[src/design/lzbsd_pkg.sv]
// Shared types, constants and codes of the LZ byte stream decompressor.
`timescale 1ns / 1ps

package lzbsd_pkg;

    // History window; a power of two so that ring addresses wrap by truncation.
    localparam int WINDOW_BYTES = 65536;
    localparam int HIST_AW      = $clog2(WINDOW_BYTES);
    localparam int FILL_W       = HIST_AW + 1;
    localparam int RUN_W        = 15;
    localparam int OFFSET_W     = 23;

    // Command queue between the parser and the executor.
    localparam int CMDQ_DEPTH = 4;
    localparam int CMDQ_AW    = $clog2(CMDQ_DEPTH);

    // Token and header constants of the compressed format.
    localparam logic [7:0] TOKEN_MATCH_BIT = 8'h80;
    localparam logic [7:0] TOKEN_LONG_BIT  = 8'h40;
    localparam logic [7:0] LEN_MASK        = 8'h3f;
    localparam logic [7:0] OFF_MASK        = 8'h7f;
    localparam int         MIN_MATCH       = 4;

    typedef enum logic [2:0] {
        PH_TOKEN      = 3'd0,
        PH_LIT        = 3'd1,
        PH_LENLO      = 3'd2,
        PH_OFF1       = 3'd3,
        PH_OFF2_SHORT = 3'd4,
        PH_OFF2_LONG  = 3'd5,
        PH_OFF3       = 3'd6,
        PH_COPY       = 3'd7
    } phase_t;

    typedef enum logic [1:0] {
        ST_DATA       = 2'd0,
        ST_BAD_OFFSET = 2'd1,
        ST_FEED_BUSY  = 2'd2
    } status_t;

    typedef enum logic [1:0] {
        CMD_LIT    = 2'd0,
        CMD_COPY   = 2'd1,
        CMD_STATUS = 2'd2
    } cmd_kind_t;

    typedef enum logic {
        ACT_FEED = 1'b0,
        ACT_PULL = 1'b1
    } action_t;

    // One unit of work for the executor.
    typedef struct packed {
        cmd_kind_t            kind;
        logic [7:0]           data;
        status_t              status;
        logic                 last;
        logic [HIST_AW-1:0]   wr_addr;
        logic [HIST_AW-1:0]   rd_addr;
    } cmd_t;

endpackage

[src/design/lzbsd_cmd_fifo.sv]
// Short command queue that decouples the parser from the history executor.
`timescale 1ns / 1ps

module lzbsd_cmd_fifo import lzbsd_pkg::*; (
    input  logic  aclk,
    input  logic  aresetn,
    input  logic  push,
    input  cmd_t  push_cmd,
    input  logic  pop,
    output cmd_t  head_cmd,
    output logic  full,
    output logic  empty
);

    cmd_t                  entry_reg [CMDQ_DEPTH];
    logic [CMDQ_AW-1:0]    wr_ptr_reg, rd_ptr_reg;
    logic [CMDQ_AW:0]      count_reg;
    logic                  do_push, do_pop;

    assign full     = (count_reg == (CMDQ_AW+1)'(CMDQ_DEPTH));
    assign empty    = (count_reg == '0);
    assign do_push  = push && !full;
    assign do_pop   = pop && !empty;
    assign head_cmd = entry_reg[rd_ptr_reg];

    always_ff @(posedge aclk) begin
        if (do_push) begin
            entry_reg[wr_ptr_reg] <= push_cmd;
        end
    end

    always_ff @(posedge aclk) begin
        if (!aresetn) begin
            wr_ptr_reg <= '0;
            rd_ptr_reg <= '0;
            count_reg  <= '0;
        end else begin
            if (do_push) begin
                wr_ptr_reg <= wr_ptr_reg + CMDQ_AW'(1);
            end
            if (do_pop) begin
                rd_ptr_reg <= rd_ptr_reg + CMDQ_AW'(1);
            end
            if (do_push && !do_pop) begin
                count_reg <= count_reg + (CMDQ_AW+1)'(1);
            end else if (do_pop && !do_push) begin
                count_reg <= count_reg - (CMDQ_AW+1)'(1);
            end
        end
    end

endmodule

[config.mk]
export PLATFORM = sky130hd
export DESIGN_NAME = lzbsd_cmd_fifo
export DESIGN_NICKNAME = d
export VERILOG_FILES = /design/src/design/lzbsd_pkg.sv /design/src/design/lzbsd_cmd_fifo.sv
export SDC_FILE = /design/constraint.sdc
export NUM_CORES = 1
export LEC_CHECK = 0
export ABC_AREA = 1
export BUFFER_PORTS_ARGS = -buffer_cell sky130_fd_sc_hd__clkbuf_2
export CAP_MARGIN = 10
export CORE_MARGIN = 8
export CORE_UTILIZATION = 57
export CTS_BUF_LIST = sky130_fd_sc_hd__clkbuf_16
export DETAILED_ROUTE_END_ITERATION = 10
export GPL_ROUTABILITY_DRIVEN = 1
export PLACE_DENSITY_LB_ADDON = 0.12
export SYNTH_ARGS = -nofsm -noshare
export SYNTH_HDL_FRONTEND = slang
export SYNTH_SLANG_ARGS = --single-unit
[constraint.sdc]
create_clock -name aclk -period 3.9 [get_ports aclk]
set_input_delay 0.39 -clock aclk [delete_from_list [all_inputs] [get_ports aclk]]
set_output_delay 0.39 -clock aclk [all_outputs]
set_load 0.01 [all_outputs]
=== Yosys cells after proc, flatten, opt, wreduce, memory -nomap -nowiden ===
Memory sizes are Yosys's and may differ from the RTL's. A register that Yosys moved wholly into a read port is not among the register bits.
Cells that the tools add are included.
W data, S select, Z words.

* Register bits after elaboration: 7
* Memories: 1
* Input bits: 49
* RAM bits: 180
* Output and inout port bits: 47
* Word-level logic and storage cells: 25

{| class="wikitable"
|+ Memory list
! name !! words !! bits a word !! rd ports !! clocked after memory_dff !! write ports !! RTL line !! text
|-
| entry_reg || 4 || 45 || 1 || 1 || 1 || lzbsd_cmd_fifo.sv:15 || <nowiki>cmd_t entry_reg [CMDQ_DEPTH];</nowiki>
|}

* Reduce and logical (&&, ||, !) cells: 10
* Equality and inequality tests: 1
* Add/subtract/negate cells: 4
* Mux-type cells: 6

{| class="wikitable"
|+ Operators by type and width
! cell !! number
|-
| $mux W3 || 2
|-
| $add A2 B1 Y2 const B || 2
|-
| $logic_and A1 B1 Y1 || 4
|-
| $logic_not A1 Y1 || 4
|-
| $mux W2 || 2
|-
| $add A3 B1 Y3 const B || 1
|-
| $eq A3 B3 Y1 const B || 1
|-
| $logic_not A3 Y1 || 1
|-
| $sub A3 B1 Y3 const B || 1
|-
| $mux W1 || 2
|-
| $reduce_bool A2 Y1 || 1
|}

=== Logic depth before layout (Yosys ltp) ===
* Depth in word-level cells: 7
* Depth in mapped cells: 13
* Depth with buffers taken out: 13

=== Worst setup path after synthesis ===
Ideal clock, no wire load.

* Path type: reg-to-reg
* Start: reg count_reg[0]
* End: mem entry_reg[0][0] (netlist name) (enable)
* Library setup time: 447 ps
* Stages on the path, launching flop included: 5
* Path buffers: 0
* Clock period less this slack: 2990 ps
* Data required time: 3453 ps
* Data arrival time: 2543 ps
* Path slack: 910 ps
* Path through: dfxtp_1 nor2_1 nand2_1 nand2_2 nor2_1

* Longest elaborated chain between the ends: 5

{| class="wikitable"
|+ RTL lines
! what !! RTL line !! text
|-
| from (decl) || lzbsd_cmd_fifo.sv:17 || <nowiki>logic [CMDQ_AW:0] count_reg;</nowiki>
|-
| from (signal assigned) || lzbsd_cmd_fifo.sv:45 || <nowiki>count_reg <= count_reg + (CMDQ_AW+1)'(1);</nowiki>
|-
| from (signal assigned) || lzbsd_cmd_fifo.sv:47 || <nowiki>count_reg <= count_reg - (CMDQ_AW+1)'(1);</nowiki>
|-
| $eq A3 B3 Y1 || lzbsd_cmd_fifo.sv:20 || <nowiki>assign full = (count_reg == (CMDQ_AW+1)'(CMDQ_DEPTH));</nowiki>
|-
| $logic_not A1 Y1 || lzbsd_cmd_fifo.sv:22 || <nowiki>assign do_push = push && !full;</nowiki>
|-
| $logic_and A1 B1 Y1 || lzbsd_cmd_fifo.sv:22 ||
|-
| $mux W1 || lzbsd_cmd_fifo.sv:27 || <nowiki>if (do_push) begin</nowiki>
|-
| $mux W1 (not written as such) || lzbsd_cmd_fifo.sv:28 || <nowiki>entry_reg[wr_ptr_reg] <= push_cmd;</nowiki>
|-
| to (decl) || lzbsd_cmd_fifo.sv:15 ||
|}

No other way between the ends.

==> metrics <==
Worst Tran Pin Value=1.01 ns; Max Buffers Root-to-Sink=2; Min Clock Period, post-route=2.88 ns; pre-CTS setup slack=1.47 ns; RSZ-0062 raised after global routing=no; portion of the clock cycle consumed by the worst path in the final layout=73.8%; number of setup violations in the final report=0; M1 wire length=6.06 mm; number of nets produced by synthesis=560; pin count of the biggest net entering global routing=92; clock transition at the register clock pins on the worst setup and hold paths after CTS=0.06 ns; ratio of cells with drive above 1 in the final layout=23.0%; global router's overall resource usage=18.3%; DR WL/cell=18.8 um; detailed route wirelength on metal3=931 um; deepest level of the CTS H-tree=4; Top Ports=96; CTS Buf Count=17; antenna violations before repair=0; Syn. warnings=0; Tightest Hold Check Type=in -> reg; horizontal die dimension=129 um; Setup crit end=head_cmd[29]; Gate power share=21.9%; slowest cell on the critical path=sky130_fd_sc_hd__clkinv_2; net count reported at finish=652; number of inserted filler cells in the final layout=920; clock root buffer=sky130_fd_sc_hd__clkbuf_16; Initial DRC Count=373; Setup WS post-layout=1.02 ns; data arrival time of the critical path=2.49 ns; CP max FO=46; Hold Fails Final Rpt=0; total power density per cell area=671 nW/um^2; path depth of the worst reg2reg path=5; status=completed; ANT nets after route=0; die area=16700 um^2; proportion of synthesized chip area in sequential cells=76.5%; library cells used by synthesis=23; Max stage delay on crit path=0.69 ns; Worst-Skew Late Latency=0.43 ns; highest achievable clock rate=348 MHz; tightest slew margin relative to the limit=32.4%; CTS Sinks=189; final standard cell area without fillers=8360 um^2; leakage power figure=3.00 nW; Largest register FFs=180; sequential power share=46.8%; TritonCTS clock tree=built; required time at the endpoint of the critical path=3.51 ns; row count=41; startpoint of the worst-slack reg-to-reg timing path=count_reg[0]; ratio of routed vias to standard cells=5.60; cts-stage hold buffer count=0; initial cell density of the core=58.1%; number of global-route vias before repair=4613; relative area change from synthesis to final layout=14.6%; vias post-DR=4371; maximum resistive drop on vdd=0.000622 V; residual overflow from global routing=0; Min Hold Slack=0.182 ns; critical path class=reg -> out; FF-to-FF setup slack=1.60 ns; reg-to-reg endpoint=entry_reg[0][2]; HPWL Detailed=8.52 mm; number of instances on the worst hold path=1; final standard cell utilization of the core=66.5%; diodes inserted=0; Die Height=129 um; total length of routed wires=14.7 mm; capturing element type of the critical path=output pin; Max Slew Vio Count=0; uppermost signal routing layer after detailed routing=met4; area of the mapped netlist=7300 um^2; final total negative setup slack=0 ns; placed inst area=7760 um^2; Core Region=12600 um^2; average size of a mapped cell=14.5 um^2; IO Port Bufs=95; routability cong.=0.734; Int Pwr=3.95 mW; first-pass GRT wire length=23.1 mm; met2 routed WL=7.57 mm; nature of the critical path startpoint=flip-flop; Switching Fraction=29.6%; number of max-capacitance violations reported=0; Gate Count Post-Synth=505; flip-flop and latch count after synthesis=189; number of design rule violations left after detail routing=0; Switch Pwr=1.66 mW; relative contribution of the clock network to total power=31.2%; number of resized instances in the post-cts repair step=0; first-pass iteration count of the detailed router=5; series of cell instances along the critical path=buf_4, clkinv_2, o21ai_1, o22ai_1, clkbuf_2; Post-CTS Repair Setup Buffers=0; Max Clock Skew=0.0163 ns
## synthesized netlist by cell type
library cell,count,area [um^2]
sky130_fd_sc_hd__buf_6,7,78.8
sky130_fd_sc_hd__o21ai_1,60,300
sky130_fd_sc_hd__nand2_2,2,12.5
sky130_fd_sc_hd__a21oi_1,3,15.0
sky130_fd_sc_hd__xor2_1,1,8.76
sky130_fd_sc_hd__nand2_1,13,48.8
sky130_fd_sc_hd__fa_1,1,20.0
sky130_fd_sc_hd__inv_2,1,3.75
sky130_fd_sc_hd__buf_2,8,40.0
sky130_fd_sc_hd__inv_1,15,56.3
sky130_fd_sc_hd__dfxtp_1,9,180
sky130_fd_sc_hd__nand3_1,4,20.0
sky130_fd_sc_hd__ha_1,5,62.6
sky130_fd_sc_hd__buf_4,4,30.0
sky130_fd_sc_hd__nor2_1,104,390
sky130_fd_sc_hd__buf_12,5,100
sky130_fd_sc_hd__inv_12,1,16.3
sky130_fd_sc_hd__buf_8,4,60.1
sky130_fd_sc_hd__o21ai_0,31,155
sky130_fd_sc_hd__edfxtp_1,180,5410
sky130_fd_sc_hd__o22ai_1,45,282
sky130_fd_sc_hd__nand3b_1,1,7.51
sky130_fd_sc_hd__clkinv_2,1,5.00
## per-stage QoR
stage	power, mW	instances
after global placement	3.88	750
after detailed placement	3.92	750
final	5.61	781
after global routing	5.88	781
after CTS	5.66	781
after floorplan	3.55	505
## critical path, delay by kind of cell (launching register included)
family / cells / cell delay, ns
compound gates: 2 / 0.45
flops: 1 / 0.31
buf+inv: 3 / 1.26
## per-layer routing
metal,track usage (%),up-vias
met3,4.72,6
li1,-,2055
met2,31.6,139
met1,21.5,2171
met4,7.33,0
met5,0,-
## placed cells by master (no fill, tap or decap), types with 7 or more instances in the layout
cell type / count
sky130_fd_sc_hd__clkbuf_16: 17
sky130_fd_sc_hd__dfxtp_1: 7
sky130_fd_sc_hd__o21ai_1: 60
sky130_fd_sc_hd__nor2_1: 100
sky130_fd_sc_hd__clkbuf_2: 95
sky130_fd_sc_hd__o22ai_1: 45
sky130_fd_sc_hd__o21ai_0: 31
sky130_fd_sc_hd__nand2_1: 13
sky130_fd_sc_hd__edfxtp_1: 180
sky130_fd_sc_hd__inv_1: 16
## final cells by class
type / instances / area, um^2 / share of cell area (%)
multi-input combinational: 270 / 1350 / 16.2
clock inverter: 14 / 178 / 2.12
inverter: 18 / 81.3 / 0.972
sequential: 189 / 5590 / 66.8
tap: 172 / 215 / 2.57
clock buffer: 17 / 425 / 5.09
timing repair buffer: 101 / 520 / 6.22
## power by group through the flow
| stage | Combinational (mW) | Sequential (mW) | Clock [mW] |
|---|---|---|---|
| floorplan | 0.978 | 2.57 | 0 |
| global route | 1.37 | 2.65 | 1.86 |
| finish | 1.23 | 2.63 | 1.75 |
| CTS | 1.25 | 2.63 | 1.78 |
| global placement | 1.22 | 2.66 | 0 |
| detailed placement | 1.24 | 2.67 | 0 |
## kinds of logic after synthesis
kind of cell / Yosys count / synth area share (%)
AOI/OAI and AO/OA: 139 / 10.3
buffers and inverters: 46 / 5.35
xor gates and xnor gates: 1 / 0.120
DFF: 189 / 76.5
adders and majority gates: 6 / 1.13
and+or+nand+nor: 124 / 6.57
## how the worst min path moves through the flow
stage | startpoint | end | slack (ns)
finish | push_cmd[37] | entry_reg[0][37] | 0.18
global route | push_cmd[44] | entry_reg[3][44] | 0.17
CTS | push_cmd[44] | entry_reg[3][44] | 0.16
detailed placement | rd_ptr_reg[0] | flip-flop | 0.50
global placement | rd_ptr_reg[0] | flip-flop | 0.48
floorplan | rd_ptr_reg[1] | flip-flop | 0.46
Power figures use the tool's default switching activity.
