<file path="src/design/lzbsd_pkg.sv">
// Shared types, constants and codes of the LZ byte stream decompressor.
`timescale 1ns / 1ps

package lzbsd_pkg;

    // History window; a power of two so that ring addresses wrap by truncation.
    localparam int WINDOW_BYTES = 65536;
    localparam int HIST_AW      = $clog2(WINDOW_BYTES);
    localparam int FILL_W       = HIST_AW + 1;
    localparam int RUN_W        = 15;
    localparam int OFFSET_W     = 23;

    // Command queue between the parser and the executor.
    localparam int CMDQ_DEPTH = 4;
    localparam int CMDQ_AW    = $clog2(CMDQ_DEPTH);

    // Token and header constants of the compressed format.
    localparam logic [7:0] TOKEN_MATCH_BIT = 8'h80;
    localparam logic [7:0] TOKEN_LONG_BIT  = 8'h40;
    localparam logic [7:0] LEN_MASK        = 8'h3f;
    localparam logic [7:0] OFF_MASK        = 8'h7f;
    localparam int         MIN_MATCH       = 4;

    typedef enum logic [2:0] {
        PH_TOKEN      = 3'd0,
        PH_LIT        = 3'd1,
        PH_LENLO      = 3'd2,
        PH_OFF1       = 3'd3,
        PH_OFF2_SHORT = 3'd4,
        PH_OFF2_LONG  = 3'd5,
        PH_OFF3       = 3'd6,
        PH_COPY       = 3'd7
    } phase_t;

    typedef enum logic [1:0] {
        ST_DATA       = 2'd0,
        ST_BAD_OFFSET = 2'd1,
        ST_FEED_BUSY  = 2'd2
    } status_t;

    typedef enum logic [1:0] {
        CMD_LIT    = 2'd0,
        CMD_COPY   = 2'd1,
        CMD_STATUS = 2'd2
    } cmd_kind_t;

    typedef enum logic {
        ACT_FEED = 1'b0,
        ACT_PULL = 1'b1
    } action_t;

    // One unit of work for the executor.
    typedef struct packed {
        cmd_kind_t            kind;
        logic [7:0]           data;
        status_t              status;
        logic                 last;
        logic [HIST_AW-1:0]   wr_addr;
        logic [HIST_AW-1:0]   rd_addr;
    } cmd_t;

endpackage

</file>
<file path="src/design/lzbsd_front.sv">
// Stream parser: accepts beats, tracks the header state and issues commands.
`timescale 1ns / 1ps

module lzbsd_front import lzbsd_pkg::*; (
    input  logic        aclk,
    input  logic        aresetn,
    input  logic        s_tvalid,
    output logic        s_tready,
    input  logic [7:0]  s_tdata,
    input  logic        s_tuser,
    input  logic        q_full,
    output logic        q_push,
    output cmd_t        q_cmd
);

    phase_t                phase_reg, phase_next;
    logic [RUN_W-1:0]      run_left_reg, run_left_next;
    logic [OFFSET_W-1:0]   offset_reg, offset_next;
    logic [HIST_AW-1:0]    wr_pos_reg, wr_pos_next;
    logic [FILL_W-1:0]     filled_reg, filled_next;

    logic                  accept;
    logic [OFFSET_W-1:0]   off_short;
    logic [OFFSET_W-1:0]   off_long;
    logic [OFFSET_W-1:0]   off_final;
    logic                  off_bad;
    logic [RUN_W-1:0]      run_dec;
    logic                  finish;

    assign s_tready  = !q_full;
    assign accept    = s_tvalid && s_tready;
    assign off_short = {8'd0, offset_reg[6:0], s_tdata};
    assign off_long  = {offset_reg[14:0], s_tdata};
    assign run_dec   = (run_left_reg != '0) ? run_left_reg - RUN_W'(1) : run_left_reg;

    always_ff @(posedge aclk) begin
        if (!aresetn) begin
            phase_reg    <= PH_TOKEN;
            run_left_reg <= '0;
            offset_reg   <= '0;
            wr_pos_reg   <= '0;
            filled_reg   <= '0;
        end else begin
            phase_reg    <= phase_next;
            run_left_reg <= run_left_next;
            offset_reg   <= offset_next;
            wr_pos_reg   <= wr_pos_next;
            filled_reg   <= filled_next;
        end
    end

    always_comb begin
        phase_next    = phase_reg;
        run_left_next = run_left_reg;
        offset_next   = offset_reg;
        wr_pos_next   = wr_pos_reg;
        filled_next   = filled_reg;
        q_push        = 1'b0;
        q_cmd.kind    = CMD_STATUS;
        q_cmd.data    = s_tdata;
        q_cmd.status  = ST_DATA;
        q_cmd.last    = 1'b0;
        q_cmd.wr_addr = wr_pos_reg;
        q_cmd.rd_addr = wr_pos_reg - offset_reg[HIST_AW-1:0];
        finish        = 1'b0;
        off_final     = off_short;

        if (accept) begin
            if (s_tuser == ACT_PULL) begin
                if (phase_reg == PH_COPY) begin
                    q_push        = 1'b1;
                    q_cmd.kind    = CMD_COPY;
                    q_cmd.last    = (run_dec == '0);
                    run_left_next = run_dec;
                    if (run_dec == '0) begin
                        phase_next = PH_TOKEN;
                    end
                end
            end else begin
                unique case (phase_reg)
                    PH_TOKEN: begin
                        if ((s_tdata & TOKEN_MATCH_BIT) == 8'd0) begin
                            run_left_next = {7'd0, s_tdata} + RUN_W'(1);
                            phase_next    = PH_LIT;
                        end else if ((s_tdata & TOKEN_LONG_BIT) != 8'd0) begin
                            run_left_next = {7'd0, s_tdata & LEN_MASK};
                            phase_next    = PH_LENLO;
                        end else begin
                            run_left_next = {7'd0, s_tdata & LEN_MASK} + RUN_W'(MIN_MATCH);
                            phase_next    = PH_OFF1;
                        end
                    end
                    PH_LIT: begin
                        q_push        = 1'b1;
                        q_cmd.kind    = CMD_LIT;
                        q_cmd.last    = (run_dec == '0);
                        run_left_next = run_dec;
                        if (run_dec == '0) begin
                            phase_next = PH_TOKEN;
                        end
                    end
                    PH_LENLO: begin
                        run_left_next = {1'b0, run_left_reg[5:0], s_tdata} + RUN_W'(MIN_MATCH);
                        phase_next    = PH_OFF1;
                    end
                    PH_OFF1: begin
                        offset_next = {15'd0, s_tdata & OFF_MASK};
                        phase_next  = s_tdata[7] ? PH_OFF2_LONG : PH_OFF2_SHORT;
                    end
                    PH_OFF2_SHORT: begin
                        off_final = off_short;
                        finish    = 1'b1;
                    end
                    PH_OFF2_LONG: begin
                        offset_next = off_short;
                        phase_next  = PH_OFF3;
                    end
                    PH_OFF3: begin
                        off_final = off_long;
                        finish    = 1'b1;
                    end
                    PH_COPY: begin
                        // A compressed byte while a copy is pending is reported and dropped.
                        q_push       = 1'b1;
                        q_cmd.kind   = CMD_STATUS;
                        q_cmd.status = ST_FEED_BUSY;
                    end
                    default: begin
                        phase_next = PH_TOKEN;
                    end
                endcase
            end

            if (finish) begin
                offset_next = off_final;
                if (off_bad) begin
                    q_push        = 1'b1;
                    q_cmd.kind    = CMD_STATUS;
                    q_cmd.status  = ST_BAD_OFFSET;
                    run_left_next = '0;
                    phase_next    = PH_TOKEN;
                end else begin
                    phase_next = PH_COPY;
                end
            end

            if (q_push && q_cmd.kind != CMD_STATUS) begin
                wr_pos_next = wr_pos_reg + HIST_AW'(1);
                if (filled_reg != FILL_W'(WINDOW_BYTES)) begin
                    filled_next = filled_reg + FILL_W'(1);
                end
            end
        end
    end

    assign off_bad = (off_final == '0)
                  || (off_final > {{(OFFSET_W-FILL_W){1'b0}}, filled_reg})
                  || (off_final > OFFSET_W'(WINDOW_BYTES));

endmodule

</file>
<file path="config.mk">
export PLATFORM = sky130hd
export DESIGN_NAME = lzbsd_front
export DESIGN_NICKNAME = d
export VERILOG_FILES = /design/src/design/lzbsd_pkg.sv /design/src/design/lzbsd_front.sv
export SDC_FILE = /design/constraint.sdc
export NUM_CORES = 1
export LEC_CHECK = 0
export ABC_AREA = 1
export BUFFER_PORTS_ARGS = -buffer_cell sky130_fd_sc_hd__buf_2
export CAP_MARGIN = 15
export CORE_ASPECT_RATIO = 1.5
export CORE_MARGIN = 2
export CORE_UTILIZATION = 43
export DETAILED_ROUTE_END_ITERATION = 7
export RECOVER_POWER = 25
export REMOVE_ABC_BUFFERS = 1
export SLEW_MARGIN = 20
export SYNTH_ARGS = -nofsm -noshare
export SYNTH_HDL_FRONTEND = slang
export SYNTH_SLANG_ARGS = --single-unit
</file>
<file path="constraint.sdc">
create_clock -name aclk -period 2.18 [get_ports aclk]
set_input_delay 0.218 -clock aclk [delete_from_list [all_inputs] [get_ports aclk]]
set_output_delay 0.218 -clock aclk [all_outputs]
set_load 0.02 [all_outputs]
</file>
# Yosys cells after proc, flatten, opt, wreduce, memory -nomap -nowiden
# Index checks and enable logic that the tools add are counted.
[word_totals]
reg_bits = 67
inputBits = 13
out_inout_bits = 47
[classes]
n_eq_ne = 11
addsub = 7
mux = 48
reduce_logical = 18
magnitude_cmp = 2
[ops]
columns = ["operator", "count"]
rows = [
  ["$mux W15", 5],
  ["$mux W23", 3],
  ["$pmux W15 S3", 1],
  ["$mux W16", 2],
  ["$pmux W16 S2", 1],
  ["$mux W2", 12],
  ["$gt A23 B17 Y1", 1],
  ["$gt A23 B17 Y1 const B", 1],
  ["$logic_not A23 Y1", 1],
  ["$mux W3", 6],
  ["$add A17 B1 Y17 const B", 1],
  ["$ne A17 B17 Y1 const B", 1],
  ["$add A16 B1 Y16 const B", 1],
  ["$sub A16 B16 Y16", 1],
  ["$add A14 B3 Y15 const B", 1],
  ["$logic_not A15 Y1", 1],
  ["$mux W1", 15],
  ["$pmux W3 S5", 1],
  ["$reduce_bool A15 Y1", 1],
  ["$sub A15 B1 Y15 const B", 1],
  ["$eq A3 B3 Y1 const B", 4],
  ["$add A8 B1 Y9 const B", 1],
  ["$mux W9", 1],
  ["$reduce_and A3 Y1", 3],
  ["other kinds (16)", 20],
]

# Depth between registers and ports, before layout
[logic_depth]
ltp_word = 13
ltp_mapped = 18
ltp_nobuf = 17

# Worst setup path before layout
# OpenSTA, ideal clock, no wires.
[synth_timing]
path_type = "reg-to-output"
start = "register wr_pos_reg[0]"
end = "output port q_cmd[12] (netlist name)"
n_path_buf = 0
setup_slack_ps = -528
t_arrival_ps = 2490
required_time_ps = 1962
path_stages_with_launch = 11
cell_sequence = "dfxtp_1 inv_1 ha_1 fa_1 nand3b_1 and2_1 o221ai_1 a21o_1 a21oi_1 o21ai_0 xor2_1"
[synth_lines]
columns = ["element", "line", "source"]
rows = [
  ["start: declaration", "lzbsd_front.sv:19", "logic [HIST_AW-1:0] wr_pos_reg, wr_pos_next;"],
  ["start signal: assignment", "lzbsd_front.sv:47", "wr_pos_reg <= wr_pos_next;"],
  ["end: declaration", "lzbsd_front.sv:13", "output cmd_t q_cmd"],
]

==> results.yml <==
grt:
  grt-ovfl-total: 0
  groute.layer.met2.usage_pct: 54.3
  grt_pass1_wl_um: 33700
  grt_pass1_vias: 6683
  met3_usage_pct: 3.62
  antenna_found_initial: 0
  globalRouteMet1Util_pct: 31.1
  grtUsageTotal_pct: 29.1
  grt-busiest-layer: "met2"
  grt_start_max_net_pins: 37
sta:
  layout_setup_ws_ns: -0.497
  setup-violations-final: 32
  finalHoldViolations: 0
  min_period_ns: 2.68
  worst_slew_pin_slew_ns: 0.539
  slew_viol_final: 0
  holdWs_ns: 0.261
  slew_headroom_pct: 64.1
  rsz0062_at_grt: "true"
  period_share_pct: 123
  clock_skew_ns: 0.00715
  max_freq_mhz: 373
floorplan:
  num_rows: 52
  initial_utilization_pct: 43.7
  io_pins: 60
  dieArea_um2: 14600
  die_width_um: 99.3
  core_area_um2: 13400
  fp.dieH_um: 147
routing:
  drt-total-wl_um: 21700
  drt_first_pass_iters: 5
  vias_per_cell: 5.47
  postRouteAntennaNets: 0
  drt_iter0_drc: 374
  num_vias: 6984
  drcViolationCount: 0
  wl_per_cell_um: 17.0
cells_and_area:
  diodes: 0
  multi_input_area_um2: 4490
  synthToLayoutAreaGrowth_pct: 45.9
  final-seq-area_um2: 1370
  fill_cells: 1251
  drive_gt1_share_pct: 35.8
  largest_register_ffs: 17
  fin_nets: 1166
synthesis:
  ys.flop_type: "dfxtp_1"
  synth_area_leaders: "dfxtp_1, nand2_1, ha_1"
  synth_edf_count: 0
  yosys_warnings: 0
  avgSynthCellArea_um2: 6.51
  ys_async_sr_fraction_pct: 0
  syn-cell-area_um2: 5860
  synth_top_area_cell: "dfxtp_1"
  yosysMostFrequentCell: "nand2_1"
  synth_top_cell_area_share_pct: 22.9
  synth_cells: 901
  synth-seq-cells: 67
  yosysUniqueCellTypes: 53
  ys_seq_area_share_pct: 22.9
  synthTopCellsByCount: "nand2_1, inv_1, a21oi_1"
run_status:
  status: "finished with violations"
  violations: "negative setup slack"
power_and_ir_drop:
  p_total_mw: 3.91
  pwr_density_cell_nw_per_um2: 457
  leakage_nw: 3.87
  vdd_drop_max_uv: 320
clock_tree:
  clock_latency_ns: 0.34
  clock_sinks: 67
  clock_path_buffers: 2
  clkSlewWorstSetupHoldPaths_ns: 0.07
  cts_tree: "built"
  htreeDepth: 3
  cts_buffers: 9
  root_buffer: "clkbuf_16"
  hold_buffers: 0
placement:
  place_congestion: 0.987
  portBuffers: 59
  place_hpwl_um: 16200
critical_path:
  worst-path-max-fanout: 2
  timing.critical_path.from_type: "flip-flop"
  cp-end-kind: "output pin"
  worstPathArrival_ns: 2.46
  crit_type: "reg2out"
  required_ns: 1.96
worst_hold_path:
  hp-class: "in2reg"
run:
  cap_violations: 0
metal layers:
metal | part of all wire, % | routed length (um)
met5 | 0 | 0
met2 | 54 | 11700
met4 | 5.9 | 1280
met1 | 36 | 7870
met3 | 4.1 | 895
worst max-delay path, stage by stage, from the launching register on:
cell	delay (ns)
dfxtp_2	0.33
inv_2	0.05
ha_4	0.16
fa_2	0.36
nand3b_1	0.16
and2_4	0.15
buf_6	0.11
o221ai_4	0.13
a21o_1	0.16
a21oi_2	0.06
o21ai_2	0.12
xor2_1	0.16
buf_4	0.16
report_power, final:
group          internal (mW)  switching [mW]
registers               1.24          0.0136
logic                  0.467           0.627
clock network          0.907           0.653
what timing repair did:
action | CTS | global route
buffers inserted | 12 | 30
pin swaps | 44 | 48
resized for setup | 110 | 100
endpoints found under the setup margin | 31 | 41
through the flow:
stage               std cells  setup TNS [ns]  instance area (um^2)  util (%)  setup slack [ns]
floorplan                 870           -3.88                  5680         -            -0.528
global placement         1225           -2.01                  7200      53.8            -0.299
detailed placement       1225           -2.18                  7200      53.8            -0.302
CTS                      1253           -4.59                  8020      59.8            -0.588
global route             1277          -10.45                  8550      63.8            -0.620
finish                   1277           -4.95                  8550      63.8            -0.497
final cells by class:
| type | count | area share, % |
|---|---|---|
| sequential | 67 | 16.0 |
| timing repair buffer | 229 | 19.8 |
| tap | 162 | 2.37 |
| clock inverter | 7 | 0.980 |
| clock buffer | 9 | 2.63 |
| multi-input combinational | 676 | 52.5 |
| inverter | 127 | 5.75 |
final timing paths:
check,from,endpoint,slack (ns),cells after the start
min,s_tdata[3],offset_reg[3]$_SDFFE_PN0P_,0.26,3
max reg2reg,phase_reg[0]$_SDFFE_PN0P_,run_left_reg[7]$_SDFFE_PN0P_,-0.14,19
min reg2reg,offset_reg[15]$_SDFFE_PN0P_,offset_reg[15]$_SDFFE_PN0P_,0.49,2
max,wr_pos_reg[0]$_SDFFE_PN0P_,q_cmd[12],-0.50,12
layout by cell type (no fill, tap or decap), drive strengths merged, types with 6 or more instances in the layout:
cell type  synthesis  layout
nand4             28      28
o221ai             6       6
clkbuf            13      26
nor2              90      90
a31oi              6       6
a22oi              9       9
o21ai             66      66
o211ai             7       7
nand2            174     174
nor3              29      29
a21oi             98      98
buf               18     212
a211oi             9       9
nand3             62      62
nand3b             6       6
ha                42      42
dfxtp             67      67
xor2              12      12
inv              125     128
cells by family (layout without fill, tap and decap cells):
| kind of cell | count (synthesis) | after routing | share of synthesized area (%) |
|---|---|---|---|
| compound gates | 221 | 221 | 21.5 |
| xor+xnor | 17 | 17 | 2.54 |
| fa+ha+maj | 43 | 43 | 9.31 |
| buf+inv | 158 | 372 | 11.5 |
| flops | 67 | 67 | 22.9 |
| simple gates | 395 | 395 | 32.3 |
Power figures use the tool's default switching activity.
